--- config.mk ---
export PLATFORM = sky130hd
export DESIGN_NAME = qrs_sqrt_cell
export DESIGN_NICKNAME = d
export VERILOG_FILES = /design/src/hdl/qrs_pkg.sv /design/src/hdl/qrs_sqrt_cell.sv
export SDC_FILE = /design/constraint.sdc
export NUM_CORES = 1
export LEC_CHECK = 0
export BUFFER_PORTS_ARGS = -buffer_cell sky130_fd_sc_hd__buf_4
export CORE_MARGIN = 1
export CORE_UTILIZATION = 49
export CTS_CLUSTER_SIZE = 8
export DETAILED_ROUTE_END_ITERATION = 10
export PLACE_DENSITY = 0.87
export SLEW_MARGIN = 20
export SYNTH_ARGS = -nofsm -noshare
export SYNTH_HDL_FRONTEND = slang
export SYNTH_SLANG_ARGS = --single-unit
export TNS_END_PERCENT = 100
--- constraint.sdc ---
create_clock -name i_clk -period 6.9 [get_ports i_clk]
set_clock_uncertainty 0.1 [all_clocks]
set_input_delay 2.07 -clock i_clk [delete_from_list [all_inputs] [get_ports i_clk]]
set_output_delay 2.07 -clock i_clk [all_outputs]
set_load 0.01 [all_outputs]
--- src/hdl/qrs_pkg.sv ---
// types, sizes and helper functions shared by the quadratic root solver
package qrs_pkg;

    localparam int C_COEFF_WIDTH = 32;
    localparam int C_FRAC_BITS   = 16;
    localparam int C_EPS_WIDTH   = 48;

    localparam int C_MAG_W    = C_COEFF_WIDTH;
    localparam int C_PROD_W   = 2 * C_COEFF_WIDTH;
    localparam int C_PROD_X_W = C_PROD_W + 2;
    localparam int C_D_W      = 2 * C_COEFF_WIDTH + 1;
    localparam int C_NUM_W    = C_COEFF_WIDTH + 2 * C_FRAC_BITS;
    localparam int C_DVS_W    = C_COEFF_WIDTH + 2;
    localparam int C_DIV_T_W  = C_DVS_W + 1;
    localparam int C_SQ_IN    = (C_NUM_W > C_D_W) ? C_NUM_W : C_D_W;
    localparam int C_SQ_N     = (C_SQ_IN + 1) / 2;
    localparam int C_SQ_RAD_W = 2 * C_SQ_N;
    localparam int C_SQ_REM_W = C_SQ_N + 2;
    localparam int C_SQ_T_W   = C_SQ_REM_W + 2;
    localparam int C_CMP_W    = (C_D_W > C_EPS_WIDTH) ? C_D_W : C_EPS_WIDTH;

    typedef enum logic [1:0] {
        KIND_FIN  = 2'd0,
        KIND_NAN  = 2'd1,
        KIND_PINF = 2'd2,
        KIND_MINF = 2'd3
    } t_kind;

    typedef enum logic [1:0] {
        CASE_C0,
        CASE_B0,
        CASE_GEN
    } t_case;

    typedef struct packed {
        logic signed [C_COEFF_WIDTH-1:0] coeff_a;
        logic signed [C_COEFF_WIDTH-1:0] coeff_b;
        logic signed [C_COEFF_WIDTH-1:0] coeff_c;
    } t_coeffs;

    typedef struct packed {
        logic signed [C_COEFF_WIDTH-1:0] root_one;
        t_kind                           root_one_kind;
        logic signed [C_COEFF_WIDTH-1:0] root_two;
        t_kind                           root_two_kind;
        logic                            saturated;
    } t_roots;

    typedef struct packed {
        logic               vld;
        t_case              cse;
        logic               an;
        logic               bn;
        logic               cn;
        logic               az;
        logic               bz;
        logic [C_MAG_W-1:0] am;
        logic [C_MAG_W-1:0] bm;
        logic [C_MAG_W-1:0] cm;
        logic               dneg;
        logic               dsmall;
        logic [C_NUM_W-1:0] val;
    } t_side;

    function automatic logic [C_MAG_W-1:0] f_mag(input logic [C_COEFF_WIDTH-1:0] v);
        return v[C_COEFF_WIDTH-1] ? C_MAG_W'(-v) : C_MAG_W'(v);
    endfunction

    // returns {saturated, value}
    function automatic logic [C_COEFF_WIDTH:0] f_clip(input logic neg,
                                                      input logic [C_NUM_W-1:0] mag);
        logic [C_NUM_W-1:0]       lim;
        logic [C_COEFF_WIDTH-1:0] m;
        logic                     s;
        lim = C_NUM_W'(1) << (C_COEFF_WIDTH - 1);
        if (!neg) lim = lim - C_NUM_W'(1);
        s = mag > lim;
        m = s ? C_COEFF_WIDTH'(lim) : C_COEFF_WIDTH'(mag);
        return {s, neg ? -m : m};
    endfunction

endpackage

--- src/hdl/qrs_sqrt_cell.sv ---
// one digit step of the floored square root: two radicand bits per cell
module qrs_sqrt_cell import qrs_pkg::*; (
    input  logic                  i_clk,
    input  logic [C_SQ_RAD_W-1:0] i_rad,
    input  logic [C_SQ_REM_W-1:0] i_rem,
    input  logic [C_SQ_N-1:0]     i_root,
    output logic [C_SQ_RAD_W-1:0] o_rad,
    output logic [C_SQ_REM_W-1:0] o_rem,
    output logic [C_SQ_N-1:0]     o_root
);

    logic [C_SQ_RAD_W-1:0] r_rad;
    logic [C_SQ_REM_W-1:0] r_rem;
    logic [C_SQ_N-1:0]     r_root;
    logic [C_SQ_T_W-1:0]   w_t;
    logic [C_SQ_T_W-1:0]   w_trial;
    logic                  w_ge;

    assign w_t     = {i_rem, i_rad[C_SQ_RAD_W-1 -: 2]};
    assign w_trial = C_SQ_T_W'({i_root, 2'b01});
    assign w_ge    = w_t >= w_trial;

    always_ff @(posedge i_clk) begin
        r_rad  <= {i_rad[C_SQ_RAD_W-3:0], 2'b00};
        r_rem  <= w_ge ? C_SQ_REM_W'(w_t - w_trial) : C_SQ_REM_W'(w_t);
        r_root <= {i_root[C_SQ_N-2:0], w_ge};
    end

    assign o_rad  = r_rad;
    assign o_rem  = r_rem;
    assign o_root = r_root;

endmodule

==> metrics.log <==
INFO  metric finalHoldViolations = 0
INFO  metric grt_first_pass_wirelength = 24900 um
INFO  metric drt_pass1_iterations = 6
INFO  metric p_comb_share = 23.3%
INFO  metric routed_wirelength = 16600 um
INFO  metric cell_internal_pwr = 0.00166 W
INFO  metric synth_area = 5310 um2
INFO  metric routed_wire_length_per_instance = 18.3 um
INFO  metric number_of_core_rows = 37
INFO  metric worst_hold_startpoint = i_rad[1]
INFO  metric port_buffers = 266
INFO  metric first_global_vias = 4674
INFO  metric yosys.cell_types.count = 57
INFO  metric final-seq-area = 2640 um2
INFO  metric ios = 269
INFO  metric routed-via-count = 4658
INFO  metric cts_tree = built
INFO  metric slew_headroom = 53.2%
INFO  metric grt_start_max_net_pins = 26
INFO  metric min_period = 4.93 ns
INFO  metric fin_total_pwr = 0.00228 W
INFO  metric power.sequential.fraction = 38.1%
INFO  metric setup_total_negative_slack = 0 ns
INFO  metric nNetsFinal = 927
INFO  metric setup_violations = 0
INFO  metric pwr_density_cell = 287 nW/um2
INFO  metric design.core.area = 10400 um2
INFO  metric worst_setup_path_end_kind = flip-flop
INFO  metric worst_ir_drop_vdd = 0.000240 V
INFO  metric die_x = 106 um
INFO  metric cts_htree_levels = 4
INFO  metric static-leakage-power = 4.05 nW
INFO  metric status = complete, no violations
INFO  metric path_class = in -> reg
INFO  metric groute.usage.overall = 29.7%
INFO  metric timing.final.crit_share = 71.5%
INFO  metric synth_area_per_cell = 10.9 um2
INFO  metric antenna_violating_nets_post_route = 0
INFO  metric most-common-layout-cells = sky130_fd_sc_hd__buf_4 (267), sky130_fd_sc_hd__dfxtp_1 (132), sky130_fd_sc_hd__inv_1 (41), sky130_fd_sc_hd__ha_1 (35), sky130_fd_sc_hd__a21oi_1 (30)
INFO  metric cts-buffers-inserted = 17
INFO  metric cts.repair_timing.setup_buffer_count = 0
INFO  metric max-clock-path-buffers = 2
INFO  metric drive_above_1_share = 44.3%
INFO  metric drt-initial-drc-count = 387
INFO  metric worst_slack = 1.97 ns
INFO  metric gp_congestion = 0.890
INFO  metric utilization = 76.2%
INFO  metric grt_overflow_total = 0
INFO  metric worst_slew_pin_slew = 0.697 ns
INFO  metric synth_seq_cells = 132
INFO  metric route.detailed.drc = 0
INFO  metric maxClockFrequency = 0.203 GHz
INFO  metric synth-seq-area-share = 49.8%
INFO  metric clockRootBuffer = sky130_fd_sc_hd__clkbuf_8
INFO  metric report.final.slew_viol_count = 0
INFO  metric grt_antenna_before_repair = 1
INFO  metric layout_commonest_cell = sky130_fd_sc_hd__buf_4
INFO  metric design.die.area = 11200 um2
INFO  metric pre_cts_ws = 1.43 ns
INFO  metric min_path_type = in -> reg
INFO  metric layout.filler_cells = 701
INFO  metric timing.max_cap.violations = 0
INFO  metric swShare = 27.2%
INFO  metric clock_transition_at_the_register_clock_pins_on_the_worst_setup_and_hold_paths_after_cts = 0.06 ns
INFO  metric multiInputGateArea = 2380 um2
INFO  metric dominantRegCellSynth = sky130_fd_sc_hd__dfxtp_1
INFO  metric dp_hpwl = 12400 um
INFO  metric synth-edff-count = 0
INFO  metric postSynth.asyncResetShare = 0%
INFO  metric yosys_warnings = 0
INFO  metric critical_path.startpoint_type = input port
INFO  metric rsz0062_at_grt = no
INFO  metric power.share.clock = 38.6%
INFO  metric holdBufCountCts = 0
INFO  metric ctsResizeCount = 0
INFO  metric data_arrival_time_of_the_critical_path = 5.25 ns
INFO  metric critical_path_peak_fanout = 25
INFO  metric initial_utilization = 50.9%
INFO  metric die_height = 106 um
INFO  metric area.growth.synth_to_final = 49.6%
INFO  metric syn_inst = 488
INFO  metric crit_required = 7.22 ns
INFO  metric net_sw_power = 0.000619 W
INFO  metric cts_num_sinks = 132
INFO  metric startpoint = i_root[4]
INFO  metric vias_per_cell = 5.14
==> cells in the mapped netlist, types with 2 or more instances <==
cell type	n	share of area, %
sky130_fd_sc_hd__mux2_4	25	7.1
sky130_fd_sc_hd__buf_12	3	1.1
sky130_fd_sc_hd__or3_1	2	0.24
sky130_fd_sc_hd__o21a_1	3	0.42
sky130_fd_sc_hd__inv_1	41	2.9
sky130_fd_sc_hd__o21bai_1	3	0.42
sky130_fd_sc_hd__and3_1	4	0.47
sky130_fd_sc_hd__o221ai_1	4	0.66
sky130_fd_sc_hd__xnor2_1	19	3.1
sky130_fd_sc_hd__o21ai_0	12	1.1
sky130_fd_sc_hd__nand3_1	9	0.85
sky130_fd_sc_hd__mux2i_1	3	0.57
sky130_fd_sc_hd__nor2b_1	4	0.47
sky130_fd_sc_hd__a311oi_1	2	0.33
sky130_fd_sc_hd__xor2_1	14	2.3
sky130_fd_sc_hd__a2111oi_2	2	0.57
sky130_fd_sc_hd__a211oi_1	2	0.28
sky130_fd_sc_hd__dfxtp_1	132	50
sky130_fd_sc_hd__nor3_1	2	0.19
sky130_fd_sc_hd__nand4_1	8	0.94
sky130_fd_sc_hd__nor2_1	22	1.6
sky130_fd_sc_hd__a31o_2	3	0.50
sky130_fd_sc_hd__clkbuf_1	10	0.71
sky130_fd_sc_hd__o31a_1	2	0.33
sky130_fd_sc_hd__ha_1	35	8.3
sky130_fd_sc_hd__a21oi_1	30	2.8
sky130_fd_sc_hd__o211ai_2	2	0.47
sky130_fd_sc_hd__or4_1	2	0.28
sky130_fd_sc_hd__mux2_2	6	1.3
sky130_fd_sc_hd__nand2b_1	2	0.24
sky130_fd_sc_hd__or2_2	2	0.24
sky130_fd_sc_hd__a31oi_1	2	0.24
sky130_fd_sc_hd__a21o_1	26	3.7
sky130_fd_sc_hd__nor4_1	2	0.24
sky130_fd_sc_hd__buf_4	2	0.28
sky130_fd_sc_hd__nand2_1	25	1.8
==> kinds of logic (layout without fill, tap and decap cells) <==
logic type | Yosys count | count (layout) | share of synthesized area (%)
fa+ha+maj | 35 | 35 | 8.25
mux | 34 | 34 | 8.92
xor+xnor | 33 | 33 | 5.45
other cells | 1 | 3 | 0.0707
simple gates | 87 | 87 | 7.99
flops | 132 | 132 | 49.8
compound gates | 107 | 107 | 14.1
buf+inv | 59 | 340 | 5.40
==> power groups by stage <==
stage,clock [W],sequential [W],combinational (W)
after global routing,0.000927,0.000875,0.000563
final,0.000879,0.000869,0.000530
after floorplan,0,0.000923,0.000247
after CTS,0.000895,0.000869,0.000529
after detailed placement,0,0.000884,0.000520
after global placement,0,0.000882,0.000510
==> layout make-up <==
| cell class | instances | share of cell area [%] |
|---|---|---|
| repair buffers | 267 | 25.3 |
| multi-input cells | 298 | 30.0 |
| well taps | 136 | 2.14 |
| inverters | 41 | 1.94 |
| clock inverters | 13 | 1.89 |
| diodes | 1 | 0.0315 |
| flip-flops and latches | 132 | 33.3 |
| clock buffers | 19 | 5.44 |
==> final timing paths <==
kind / to / slack (ns) / cells past startpoint
max: o_rem[5] / 1.97 / 12
min: o_rad[3] / 1.53 / 1
==> metal layers <==
metal  share of wire, %  track usage (%)  vias to the layer above
li1                   -                -                     2233
met1                 37             31.2                     2140
met2                 52             54.1                      239
met3                7.7             9.69                       46
met4                2.9             12.7                        0
met5                  0                0                        -
==> state kept, by name (all words and copies together), names as in the netlist <==
signal and count:
o_rad 64, o_rem 35, o_root 33
==> metrics by stage <==
stage                     instances  area (um2)  hold WS, ns
final                           907        7940         1.53
after global routing            906        7930         1.51
after CTS                       906        7930         1.51
after detailed placement        874        7350         2.08
after global placement          874        7350         2.07
after floorplan                 489        5310         2.00
==> worst max-delay path, cell delays in order <==
cell and delay (ns):
sky130_fd_sc_hd__buf_4 0.08, sky130_fd_sc_hd__inv_1 0.03, sky130_fd_sc_hd__ha_1 0.38, sky130_fd_sc_hd__o21a_1 0.17, sky130_fd_sc_hd__o211ai_2 0.09, sky130_fd_sc_hd__a311oi_1 0.33
sky130_fd_sc_hd__nor4_2 0.14, sky130_fd_sc_hd__a2111oi_2 0.43, sky130_fd_sc_hd__o21a_2 0.23, sky130_fd_sc_hd__o211a_2 0.41, sky130_fd_sc_hd__buf_4 0.50, sky130_fd_sc_hd__mux2_2 0.38
Power figures use the tool's default switching activity.
