===== config.mk =====
export PLATFORM = sky130hd
export DESIGN_NAME = qrs_div_cell
export DESIGN_NICKNAME = d
export VERILOG_FILES = /design/src/hdl/qrs_pkg.sv /design/src/hdl/qrs_div_cell.sv
export SDC_FILE = /design/constraint.sdc
export NUM_CORES = 1
export LEC_CHECK = 0
export BUFFER_PORTS_ARGS = -buffer_cell sky130_fd_sc_hd__buf_2
export CORE_ASPECT_RATIO = 1.1
export CORE_MARGIN = 5
export CORE_UTILIZATION = 45
export DETAILED_ROUTE_END_ITERATION = 6
export HOLD_SLACK_MARGIN = 0.1
export MAX_ROUTING_LAYER = met4
export PLACE_DENSITY = 0.92
export SLEW_MARGIN = 20
export SYNTH_ARGS = -nofsm -noshare
export SYNTH_HDL_FRONTEND = slang
export SYNTH_SLANG_ARGS = --single-unit

===== constraint.sdc =====
create_clock -name i_clk -period 9.2 [get_ports i_clk]
set_clock_uncertainty 0.1 [all_clocks]
set_input_delay 2.3 -clock i_clk [delete_from_list [all_inputs] [get_ports i_clk]]
set_output_delay 2.3 -clock i_clk [all_outputs]
set_load 0.02 [all_outputs]

===== src/hdl/qrs_pkg.sv =====
// types, sizes and helper functions shared by the quadratic root solver
package qrs_pkg;

    localparam int C_COEFF_WIDTH = 32;
    localparam int C_FRAC_BITS   = 16;
    localparam int C_EPS_WIDTH   = 48;

    localparam int C_MAG_W    = C_COEFF_WIDTH;
    localparam int C_PROD_W   = 2 * C_COEFF_WIDTH;
    localparam int C_PROD_X_W = C_PROD_W + 2;
    localparam int C_D_W      = 2 * C_COEFF_WIDTH + 1;
    localparam int C_NUM_W    = C_COEFF_WIDTH + 2 * C_FRAC_BITS;
    localparam int C_DVS_W    = C_COEFF_WIDTH + 2;
    localparam int C_DIV_T_W  = C_DVS_W + 1;
    localparam int C_SQ_IN    = (C_NUM_W > C_D_W) ? C_NUM_W : C_D_W;
    localparam int C_SQ_N     = (C_SQ_IN + 1) / 2;
    localparam int C_SQ_RAD_W = 2 * C_SQ_N;
    localparam int C_SQ_REM_W = C_SQ_N + 2;
    localparam int C_SQ_T_W   = C_SQ_REM_W + 2;
    localparam int C_CMP_W    = (C_D_W > C_EPS_WIDTH) ? C_D_W : C_EPS_WIDTH;

    typedef enum logic [1:0] {
        KIND_FIN  = 2'd0,
        KIND_NAN  = 2'd1,
        KIND_PINF = 2'd2,
        KIND_MINF = 2'd3
    } t_kind;

    typedef enum logic [1:0] {
        CASE_C0,
        CASE_B0,
        CASE_GEN
    } t_case;

    typedef struct packed {
        logic signed [C_COEFF_WIDTH-1:0] coeff_a;
        logic signed [C_COEFF_WIDTH-1:0] coeff_b;
        logic signed [C_COEFF_WIDTH-1:0] coeff_c;
    } t_coeffs;

    typedef struct packed {
        logic signed [C_COEFF_WIDTH-1:0] root_one;
        t_kind                           root_one_kind;
        logic signed [C_COEFF_WIDTH-1:0] root_two;
        t_kind                           root_two_kind;
        logic                            saturated;
    } t_roots;

    typedef struct packed {
        logic               vld;
        t_case              cse;
        logic               an;
        logic               bn;
        logic               cn;
        logic               az;
        logic               bz;
        logic [C_MAG_W-1:0] am;
        logic [C_MAG_W-1:0] bm;
        logic [C_MAG_W-1:0] cm;
        logic               dneg;
        logic               dsmall;
        logic [C_NUM_W-1:0] val;
    } t_side;

    function automatic logic [C_MAG_W-1:0] f_mag(input logic [C_COEFF_WIDTH-1:0] v);
        return v[C_COEFF_WIDTH-1] ? C_MAG_W'(-v) : C_MAG_W'(v);
    endfunction

    // returns {saturated, value}
    function automatic logic [C_COEFF_WIDTH:0] f_clip(input logic neg,
                                                      input logic [C_NUM_W-1:0] mag);
        logic [C_NUM_W-1:0]       lim;
        logic [C_COEFF_WIDTH-1:0] m;
        logic                     s;
        lim = C_NUM_W'(1) << (C_COEFF_WIDTH - 1);
        if (!neg) lim = lim - C_NUM_W'(1);
        s = mag > lim;
        m = s ? C_COEFF_WIDTH'(lim) : C_COEFF_WIDTH'(mag);
        return {s, neg ? -m : m};
    endfunction

endpackage


===== src/hdl/qrs_div_cell.sv =====
// one restoring division step: one quotient bit per cell
module qrs_div_cell import qrs_pkg::*; (
    input  logic               i_clk,
    input  logic [C_NUM_W-1:0] i_nq,
    input  logic [C_DVS_W-1:0] i_rem,
    input  logic [C_DVS_W-1:0] i_dvs,
    output logic [C_NUM_W-1:0] o_nq,
    output logic [C_DVS_W-1:0] o_rem,
    output logic [C_DVS_W-1:0] o_dvs
);

    logic [C_NUM_W-1:0]   r_nq;
    logic [C_DVS_W-1:0]   r_rem;
    logic [C_DVS_W-1:0]   r_dvs;
    logic [C_DIV_T_W-1:0] w_t;
    logic [C_DIV_T_W-1:0] w_dx;
    logic                 w_ge;

    assign w_t  = {i_rem, i_nq[C_NUM_W-1]};
    assign w_dx = {1'b0, i_dvs};
    assign w_ge = w_t >= w_dx;

    always_ff @(posedge i_clk) begin
        r_nq  <= {i_nq[C_NUM_W-2:0], w_ge};
        r_rem <= w_ge ? C_DVS_W'(w_t - w_dx) : C_DVS_W'(w_t);
        r_dvs <= i_dvs;
    end

    assign o_nq  = r_nq;
    assign o_rem = r_rem;
    assign o_dvs = r_dvs;

endmodule


==> run metrics, run 1 <==
I/O pin count 265; die area 13400 sq um; Final min period 5190 ps; initial drt markers 289; Final TNS setup 0 ps; Final GP Congestion 0.922; VDD IR-drop max 0.167 mV; Total Wirelength 15.4 mm; worst-path maximum fanout 37; setup slack at placement 3590 ps; Fmax 193 MHz; area taken by multi-input logic gates 2100 sq um; starting density of the core 46.0%; outcome completed; CTS clk-pin slew, worst paths 70 ps; CP arrival 5380 ps; final std cells w/o fill 937; FP Rows 40; syn_nets 679; Crit-path slowest cell a21boi_4; # port buffers 264; Final nets 942; first-pass GRT wire length 24.0 mm; First-pass DRT Iterations 4; Post-synth EDFFs 0; cell taking the most area after synthesis dfxtp_1; GRT Overall Usage 23.3%; vias in the first global route 4693; final worst path period share 56.4%; unique cell type count in the Yosys netlist 56; placed cells 902; Root Buffer clkbuf_16; Min-Delay Path Class primary input to flop; share of cells above drive strength 1 39.3%; most used flip-flop cell after synthesis dfxtp_1; CTS Hold Buffers Added 0; Mapped Area 5010 sq um; TritonCTS clock tree done; Crit. End Element flop; ys async rst share 0%; Antenna Nets Post-Route 0; Ys Warns 0; die width 111 um; Seq cells post-synth 132; gate count of the mapped netlist 511; dpl cell area 6420 sq um; Pleak 0.00349 uW; Tot Pwr 1620 uW; P&R area growth vs syn 39.6%; WS Path Type primary input to flop; post-synthesis sequential area ratio 52.7%; Pwr Density 231 nW/um^2; crit-path cells buf_2 -> inv_1 -> ha_1 -> a21o_1 -> a21o_1 -> a21oi_2 -> o211ai_1 -> a2111oi_0 -> a21boi_4 -> buf_4 -> mux2_1; largest net degree at the start of global routing 38; post-route setup slack 4010 ps; CTS Buffer Depth 2; max incr delay on CP 650 ps; Resized cells post-CTS 0; Reg area 2640 sq um; initial antenna violation count 3; vias per cell 5.00; max-cap viol count 0; RSZ-0062 raised after global routing no; Worst-Margin Slew 679 ps; Post-CTS Setup Bufs 0; core area 10900 sq um; fin area 7000 sq um; Synth area leaders dfxtp_1 (53%), ha_1 (8.5%), o21ai_0 (4.4%); # setup viols final 0; Fin. Hold Viols 0; GR Overflow Total 0; WL/cell 16.4 um; Via Count 4687; Remaining DRCs 0; CTS Buf Count 17; # clock sinks 132; cell mode on critical path a21o_1; Final Slew Violations 0; Worst Setup Start Kind primary input; Synth Area per Inst 9.81 sq um; slew margin rel. 54.6%; Detailed Place HPWL 12.4 mm; post-synth top area share 52.7%; die height 121 um; CTS H-tree depth 4; Required @ worst endpoint 9400 ps; final-layout fill cell count 920
## per-stage QoR
step	hold WS, ps	util [%]
final	1890	64.2
after floorplan	2230	-
after global routing	1870	64.2
after CTS	1870	64.1
after detailed placement	2300	58.8
after global placement	2300	58.8
## placed cells by master, fill, tap and decap left out, types with 4 or more instances in the layout
master / n
inv_8: 4
inv_1: 41
clkbuf_16: 17
a21o_1: 11
a21oi_1: 32
o211ai_1: 4
nand3_1: 7
inv_6: 5
o21ai_1: 4
dfxtp_1: 132
nand4_1: 9
buf_2: 264
ha_1: 34
and2_1: 4
o21bai_1: 4
nor2_1: 22
o31ai_1: 4
nand2b_1: 4
nor3_1: 6
nand2_1: 52
o21ai_0: 44
xor2_1: 13
xnor2_1: 16
## report_power, final
group / leakage (uW) / switching (uW) / internal [uW]
Sequential: 0.00111 / 12.7 / 627
Clock: 0.000279 / 279 / 366
Combinational: 0.00210 / 206 / 124
Total: 0.00349 / 498 / 1120
## state kept, by name (all words and copies together) (netlist names)
name	cells
o_rem	34
o_nq	64
o_dvs	34
## kinds of logic after synthesis
logic type               Yosys count  synth area share (%)
AO/OA/AOI/OAI                    131                  16.3
XOR/XNOR                          29                  5.06
adder cells (fa/ha/maj)           35                  8.88
buffers and inverters             63                  5.49
flip-flops                       132                  52.7
multiplexers                       4                 0.898
AND/OR/NAND/NOR                  117                  10.6
## critical path, delay by kind of cell
kind / cells / cell delay [ps]
compound gates: 6 / 1780
fa+ha+maj: 1 / 350
buf+inv: 3 / 580
mux: 1 / 350
## cell usage after synthesis, types with 4 or more instances
| cell type | instances |
|---|---|
| xor2_1 | 13 |
| ha_1 | 34 |
| clkbuf_1 | 9 |
| nand4_1 | 9 |
| o21bai_1 | 4 |
| nand2_1 | 52 |
| dfxtp_1 | 132 |
| o21ai_0 | 44 |
| nor2_1 | 22 |
| and2_1 | 4 |
| buf_2 | 4 |
| nand3_1 | 7 |
| nand2b_1 | 4 |
| xnor2_1 | 16 |
| o21ai_1 | 4 |
| a21o_1 | 11 |
| a21oi_1 | 32 |
| inv_1 | 41 |
| o31ai_1 | 4 |
| o211ai_1 | 4 |
| nor3_1 | 6 |
## cell type report
| type | count | area share, % |
|---|---|---|
| multi-input combinational | 316 | 30.1 |
| tap | 147 | 2.63 |
| inverter | 42 | 2.25 |
| clock buffer | 18 | 6.27 |
| clock inverter | 14 | 1.97 |
| antenna | 3 | 0.107 |
| sequential | 132 | 37.7 |
| timing repair buffer | 265 | 19.0 |
## worst paths after layout
check / startpoint / end / cells past startpoint
setup / recovery: i_dvs[26] / o_rem[13]$_DFF_P_ / 11
hold / removal: i_nq[53] / o_nq[54]$_DFF_P_ / 1
## metal layers
metal / up-vias / track usage, % / share of wire (%)
met2: 213 / 40.3 / 51
met5: - / - / 0
li1: 2298 / - / -
met1: 2137 / 24.4 / 37
met3: 39 / 7.86 / 8.1
met4: 0 / 9.78 / 3.7
(Power assumes the default switching activity.)
==> inputs of run 2 (changes only) <==
Clock period 9.2 ns to 5.2 ns, I/O delays scaled along.
==> run 2 against run 1 <==
Non-clock buffer count is the same; first-iteration DRC count rose by 18%; sequential cell count unchanged; critical path depth unchanged; cell count increased by 0.11%; routed wire length up 3.9%; via count is 0.19% lower; die area is the same; power rose by 81%; hold slack got worse by 1000 ps; combinational power increased by 79%; largest power group unchanged; highest routed layer unchanged.
==> run metrics, run 2 (same netlist as run 1, synthesis figures left out) <==
most frequent cells in the layout buf_2 (264), dfxtp_1 (132), nand2_1 (52), o21ai_0 (44), inv_1 (41) (unchanged); Crit. End Element flop (unchanged); Tot Pwr 2920 uW (was 1620 uW); max FFs per register 64 (unchanged); Hold WS 880 ps (was 1890 ps); starting density of the core 46.0% (unchanged); # setup viols final 0 (unchanged); hold_sp i_nq[9] (was i_nq[53]); CTS Buf Count 17 (unchanged); GR Overflow Total 0 (unchanged); Crit-path slowest cell a21boi_4 (unchanged); Detailed Place HPWL 12.5 mm (was 12.4 mm); Final min period 3990 ps; share of cells above drive strength 1 38.9% (was 39.3%); Pwr Density 415 nW/um^2 (was 231 nW/um^2); Fmax 251 MHz; Post-CTS Setup Bufs 0 (unchanged); Worst Setup Start Kind primary input (unchanged); CTS Buffer Depth 2 (unchanged); Top Family by Delay on Critical Path compound AO/OA/AOI/OAI gates (unchanged); CTS Hold Buffers Added 0 (unchanged); CP arrival 4190 ps (was 5380 ps); Reg area 2640 sq um (unchanged); crit-path cells buf_2 -> inv_1 -> ha_1 -> a21o_1 -> a21o_1 -> a21oi_2 -> o211ai_1 -> a2111oi_0 -> a21boi_4 -> buf_12 -> mux2_2 (was buf_2 -> inv_1 -> ha_1 -> a21o_1 -> a21o_1 -> a21oi_2 -> o211ai_1 -> a2111oi_0 -> a21boi_4 -> buf_4 -> mux2_1); Min-Delay Path Class primary input to flop (unchanged); CTS H-tree depth 4 (unchanged); Buf/Inv on CP 3 (unchanged); FP Rows 40 (unchanged); worst-path maximum fanout 46 (was 37); Antenna Nets Post-Route 0 (unchanged); core area 10900 sq um (unchanged); largest net degree at the start of global routing 47 (was 38); WL/cell 17.1 um (was 16.4 um); Total Wirelength 16.0 mm (was 15.4 mm); cell mode on critical path a21o_1 (unchanged); commonest non-fill, non-tap cell in the layout buf_2 (unchanged); Required @ worst endpoint 5400 ps (was 9400 ps); max incr delay on CP 540 ps (was 650 ps); First-pass DRT Iterations 5 (was 4); final worst path period share 76.7%; WS Path Type primary input to flop (unchanged); Final TNS setup 0 ps (unchanged); Worst-Margin Slew 526 ps (was 679 ps); Final nets 942 (unchanged); # port buffers 264 (unchanged); vias per cell 4.99 (was 5.00); max-cap viol count 0 (unchanged); die area 13400 sq um (unchanged); Final GP Congestion 0.968 (was 0.922); die height 121 um (unchanged); CTS clk-pin slew, worst paths 60 ps (was 70 ps); Fin. Hold Viols 0 (unchanged); area taken by multi-input logic gates 2100 sq um (unchanged); Root Buffer clkbuf_16 (unchanged); Pleak 0.00349 uW (about the same); Hold Path Stages 1 (unchanged); slew margin rel. 64.8% (was 54.6%); Remaining DRCs 0 (unchanged); Via Count 4678 (was 4687); P&R area growth vs syn 40.4% (was 39.6%); TritonCTS clock tree done (unchanged); outcome completed (unchanged); die width 111 um (unchanged); VDD IR-drop max 0.254 mV (was 0.167 mV); initial antenna violation count 3 (unchanged); Hold Path End o_nq[10]$_DFF_P_ (was o_nq[54]$_DFF_P_); # clock sinks 132 (unchanged); initial drt markers 341 (was 289); final-layout fill cell count 892 (was 920); vias in the first global route 4705 (was 4693); GRT Overall Usage 23.9% (was 23.3%); Final Slew Violations 0 (unchanged); setup slack at placement 860 ps (was 3590 ps); Resized cells post-CTS 0 (unchanged); post-route setup slack 1210 ps (was 4010 ps); first-pass GRT wire length 24.3 mm (was 24.0 mm); I/O pin count 265 (unchanged); RSZ-0062 raised after global routing no (unchanged)
run 2: cell types whose count changed in the layout (fill, tap and decap cells not counted):
cell        previous run  this run
inv_8                  4         0
clkinvlp_4             2         4
inv_6                  5         1
buf_4                  1         0
clkinv_8               1         0
buf_12                 0         1
diode_2                3         4
bufinv_16              0         3
clkinv_2               0         1
clkbuf_1               0         3
run 2: layout make-up:
type	count	share of cell area [%]
flip-flops and latches	132	37.5
clock buffers	21	6.40
inverters	42	2.24
well taps	147	2.61
multi-input cells	316	29.9
clock inverters	11	2.15
repair buffers	265	19.0
diodes	4	0.142
run 2: layer usage:
metal  track usage [%]  wire length, um
met5                 -                0
met4              10.8              533
met3              8.11             1080
met2              42.0             8280
met1              24.3             6110
run 2: worst max path at each step:
stage / startpoint / endpoint / slack [ps] / cells past startpoint
2_1_floorplan: i_nq[63] / o_rem[32]$_DFF_P_ / 1460 / 12
6_report: i_dvs[26] / o_rem[5]$_DFF_P_ / 1210 / 11
5_1_grt: i_nq[63] / o_rem[32]$_DFF_P_ / 1050 / 13
3_3_place_gp: i_dvs[26] / o_rem[1]$_DFF_P_ / 950 / 11
4_1_cts: i_dvs[26] / o_rem[5]$_DFF_P_ / 1280 / 11
3_5_place_dp: i_dvs[26] / o_rem[7]$_DFF_P_ / 860 / 11
run 2: per-stage QoR:
stage	util [%]	std cells	instance area, sq um
6_report	64.5	938	7040
3_5_place_dp	58.9	902	6430
4_1_cts	64.4	934	7030
3_3_place_gp	58.9	902	6430
2_1_floorplan	-	511	5010
5_1_grt	64.5	937	7040
run 2: power by group:
group / leakage (uW) / switching, uW / internal, uW
Combinational: 0.00210 / 371 / 221
Sequential: 0.00111 / 22.0 / 1110
Clock: 0.000280 / 434 / 768
==> inputs of run 3 (changes only) <==
Settings changed: ABC_AREA set to 1, CORE_UTILIZATION 45 to 42, PLACE_DENSITY 0.92 to 0.88.
Clock period 5.2 ns to 3.2 ns, I/O delays scaled along.
==> run 3 against run 2 <==
Power is 67% higher; non-clock buffer count is 4 higher; synthesized cell count is 51% higher; first-iteration DRC count is 25% lower; cell area is 12% higher; utilization is 5.3 points lower; via count is 22% higher; routed wire length is 16% higher; critical path type unchanged; largest cell class unchanged.
==> run metrics, run 3 <==
Final GP Congestion 0.960 (was 0.968); Post-CTS Setup Bufs 0 (unchanged); die height 133 um (was 121 um); CTS Buf Count 17 (unchanged); Seq cells post-synth 132 (unchanged); initial drt markers 257 (was 341); starting density of the core 43.1% (was 46.0%); Worst Setup Start Kind primary input (unchanged); cell taking the most area after synthesis dfxtp_1 (unchanged); P&R area growth vs syn 37.6% (was 40.4%); First-pass DRT Iterations 5 (unchanged); Fin. Hold Viols 0 (unchanged); final-layout fill cell count 1278 (was 892); vias in the first global route 5736 (was 4705); Required @ worst endpoint 3410 ps (was 5400 ps); Detailed Place HPWL 15.4 mm (was 12.5 mm); vias per cell 4.56 (was 4.99); Critical path origin i_nq[63] (was i_dvs[26]); Diodes inserted 0 (was 4); Antenna Nets Post-Route 0 (unchanged); Worst-Margin Slew 451 ps (was 526 ps); FP Rows 44 (was 40); max-cap viol count 0 (unchanged); synth cell count leaders nand2_1 (280), dfxtp_1 (132), inv_1 (131), nor2_1 (56), ha_1 (34) (was dfxtp_1 (132), nand2_1 (52), o21ai_0 (44), inv_1 (41), ha_1 (34)); ys async rst share 0% (unchanged); die area 16100 sq um (was 13400 sq um); outcome completed (unchanged); initial antenna violation count 0 (was 3); crit path to o_rem[30]$_DFF_P_ (was o_rem[5]$_DFF_P_); I/O pin count 265 (unchanged); max FFs per register 64 (unchanged); Resized cells post-CTS 0 (unchanged); Fmax 391 MHz; Root Buffer clkbuf_16 (unchanged); unique cell type count in the Yosys netlist 29 (was 56); Total Wirelength 18.6 mm (was 16.0 mm); hold_sp i_nq[50] (was i_nq[9]); Hold Path Stages 1 (unchanged); Pwr Density 618 nW/um^2 (was 415 nW/um^2); slew margin rel. 69.6% (was 64.8%); Crit. End Element flop (unchanged); Final min period 2560 ps; final worst path period share 79.9%; CTS H-tree depth 4 (unchanged); first-pass GRT wire length 28.8 mm (was 24.3 mm); VDD IR-drop max 0.380 mV (was 0.254 mV); TritonCTS clock tree done (unchanged); Final TNS setup 0 ps (unchanged); gate count of the mapped netlist 773 (was 511); worst-path maximum fanout 4 (was 46); post-synthesis sequential area ratio 46.1% (was 52.7%); GRT Overall Usage 23.6% (was 23.9%); CP arrival 2760 ps (was 4190 ps); most frequent cells in the layout nand2_1 (280), buf_2 (264), dfxtp_1 (132), inv_1 (131), nor2_1 (56) (was buf_2 (264), dfxtp_1 (132), nand2_1 (52), o21ai_0 (44), inv_1 (41)); Final nets 1223 (was 942); count leader, synth nand2_1 (was dfxtp_1); die width 121 um (was 111 um); syn_nets 941 (was 679); RSZ-0062 raised after global routing no (unchanged); # port buffers 264 (unchanged); # setup viols final 0 (unchanged); Min-Delay Path Class primary input to flop (unchanged); Via Count 5706 (was 4678); CTS Hold Buffers Added 0 (unchanged); CTS Buffer Depth 2 (unchanged); Final Slew Violations 0 (unchanged); post-synth top area share 46.1% (was 52.7%); core area 13300 sq um (was 10900 sq um); Mapped Area 5740 sq um (was 5010 sq um); GR Overflow Total 0 (unchanged); largest net degree at the start of global routing 27 (was 47); Ys Warns 0 (unchanged); WS Path Type primary input to flop (unchanged); most used flip-flop cell after synthesis dfxtp_1 (unchanged); Post-synth EDFFs 0 (unchanged); Pleak 0.00454 uW (was 0.00349 uW); # clock sinks 132 (unchanged); Synth area leaders dfxtp_1 (46%), nand2_1 (18%), inv_1 (8.6%) (was dfxtp_1 (53%), ha_1 (8.5%), o21ai_0 (4.4%)); Synth Area per Inst 7.42 sq um (was 9.81 sq um); commonest non-fill, non-tap cell in the layout nand2_1 (was buf_2); Remaining DRCs 0 (unchanged); CTS clk-pin slew, worst paths 60 ps (about the same); Hold WS 379 ps (was 880 ps); WL/cell 14.9 um (was 17.1 um); share of cells above drive strength 1 30.5% (was 38.9%)
==> run 3: cell types whose count changed after synthesis, sizes merged, moves of 7 or more <==
| cell | before | now |
|---|---|---|
| o21ai | 48 | 12 |
| nor2 | 22 | 59 |
| a21o | 11 | 0 |
| inv | 42 | 134 |
| a21oi | 34 | 27 |
| clkbuf | 12 | 0 |
| nand2 | 52 | 294 |
| xnor2 | 16 | 3 |
| nand3 | 7 | 33 |
==> run 3: worst max-delay path, cell delays in order <==
cell,delay [ps]
buf_2,100
inv_1,50
ha_1,220
inv_1,90
fa_1,430
nand3_1,110
nand3_1,130
nand2_1,100
nand2_1,100
nand2_1,80
nand2_1,160
nand2_1,160
nand3_1,90
nand3_1,90
nand2_1,60
==> run 3: worst min-delay path by stage <==
stage	endpoint	slack, ps
global route	o_nq[22]$_DFF_P_	370
floorplan	o_dvs[0]$_DFF_P_	730
global placement	o_nq[7]$_DFF_P_	800
CTS	o_nq[22]$_DFF_P_	360
finish	o_nq[51]$_DFF_P_	380
detailed placement	o_nq[46]$_DFF_P_	800
==> run 3: kinds of logic (layout without fill, tap and decap cells) <==
logic type,count (synthesis),in the layout,share of synthesized area [%]
and+or+nand+nor,406,406,29.7
buffers and inverters,140,434,9.86
DFF,132,132,46.1
AOI/OAI and AO/OA,42,42,3.93
adders and majority gates,35,35,7.76
xor gates and xnor gates,18,18,2.75
==> run 3: through the flow <==
stage | instance area [sq um] | worst slack (ps) | power [uW] | std cells | util (%)
after floorplan | 5740 | 716 | 2530 | 773 | -
after global placement | 7290 | 252 | 2920 | 1220 | 54.7
after detailed placement | 7290 | 256 | 2940 | 1220 | 54.7
after CTS | 7900 | 685 | 4940 | 1251 | 59.3
after global routing | 7900 | 459 | 5120 | 1251 | 59.3
final | 7900 | 643 | 4880 | 1251 | 59.3
==> run 3: per-layer routing <==
| layer | up-vias | track usage (%) | routed length, um |
|---|---|---|---|
| li1 | 2912 | - | - |
| met1 | 2515 | 25.0 | 7160 |
| met2 | 242 | 41.3 | 9400 |
| met3 | 37 | 7.13 | 1670 |
| met4 | 0 | 8.16 | 400 |
| met5 | - | - | 0 |
==> run 3: cell type report <==
cell class,instances,area (sq um),area share [%]
Clock buffer,17,425,5.39
Timing Repair Buffer,269,1380,17.5
Tap cell,184,230,2.92
Sequential cell,132,2640,33.5
Multi-Input combinational cell,501,2530,32.0
Inverter,134,505,6.40
Clock inverter,14,179,2.27
==> run 3: power by group <==
| group | switching (uW) | total (uW) | internal, uW |
|---|---|---|---|
| clock | 750 | 1980 | 1230 |
| combinational | 697 | 1060 | 368 |
| sequential | 39.4 | 1840 | 1800 |
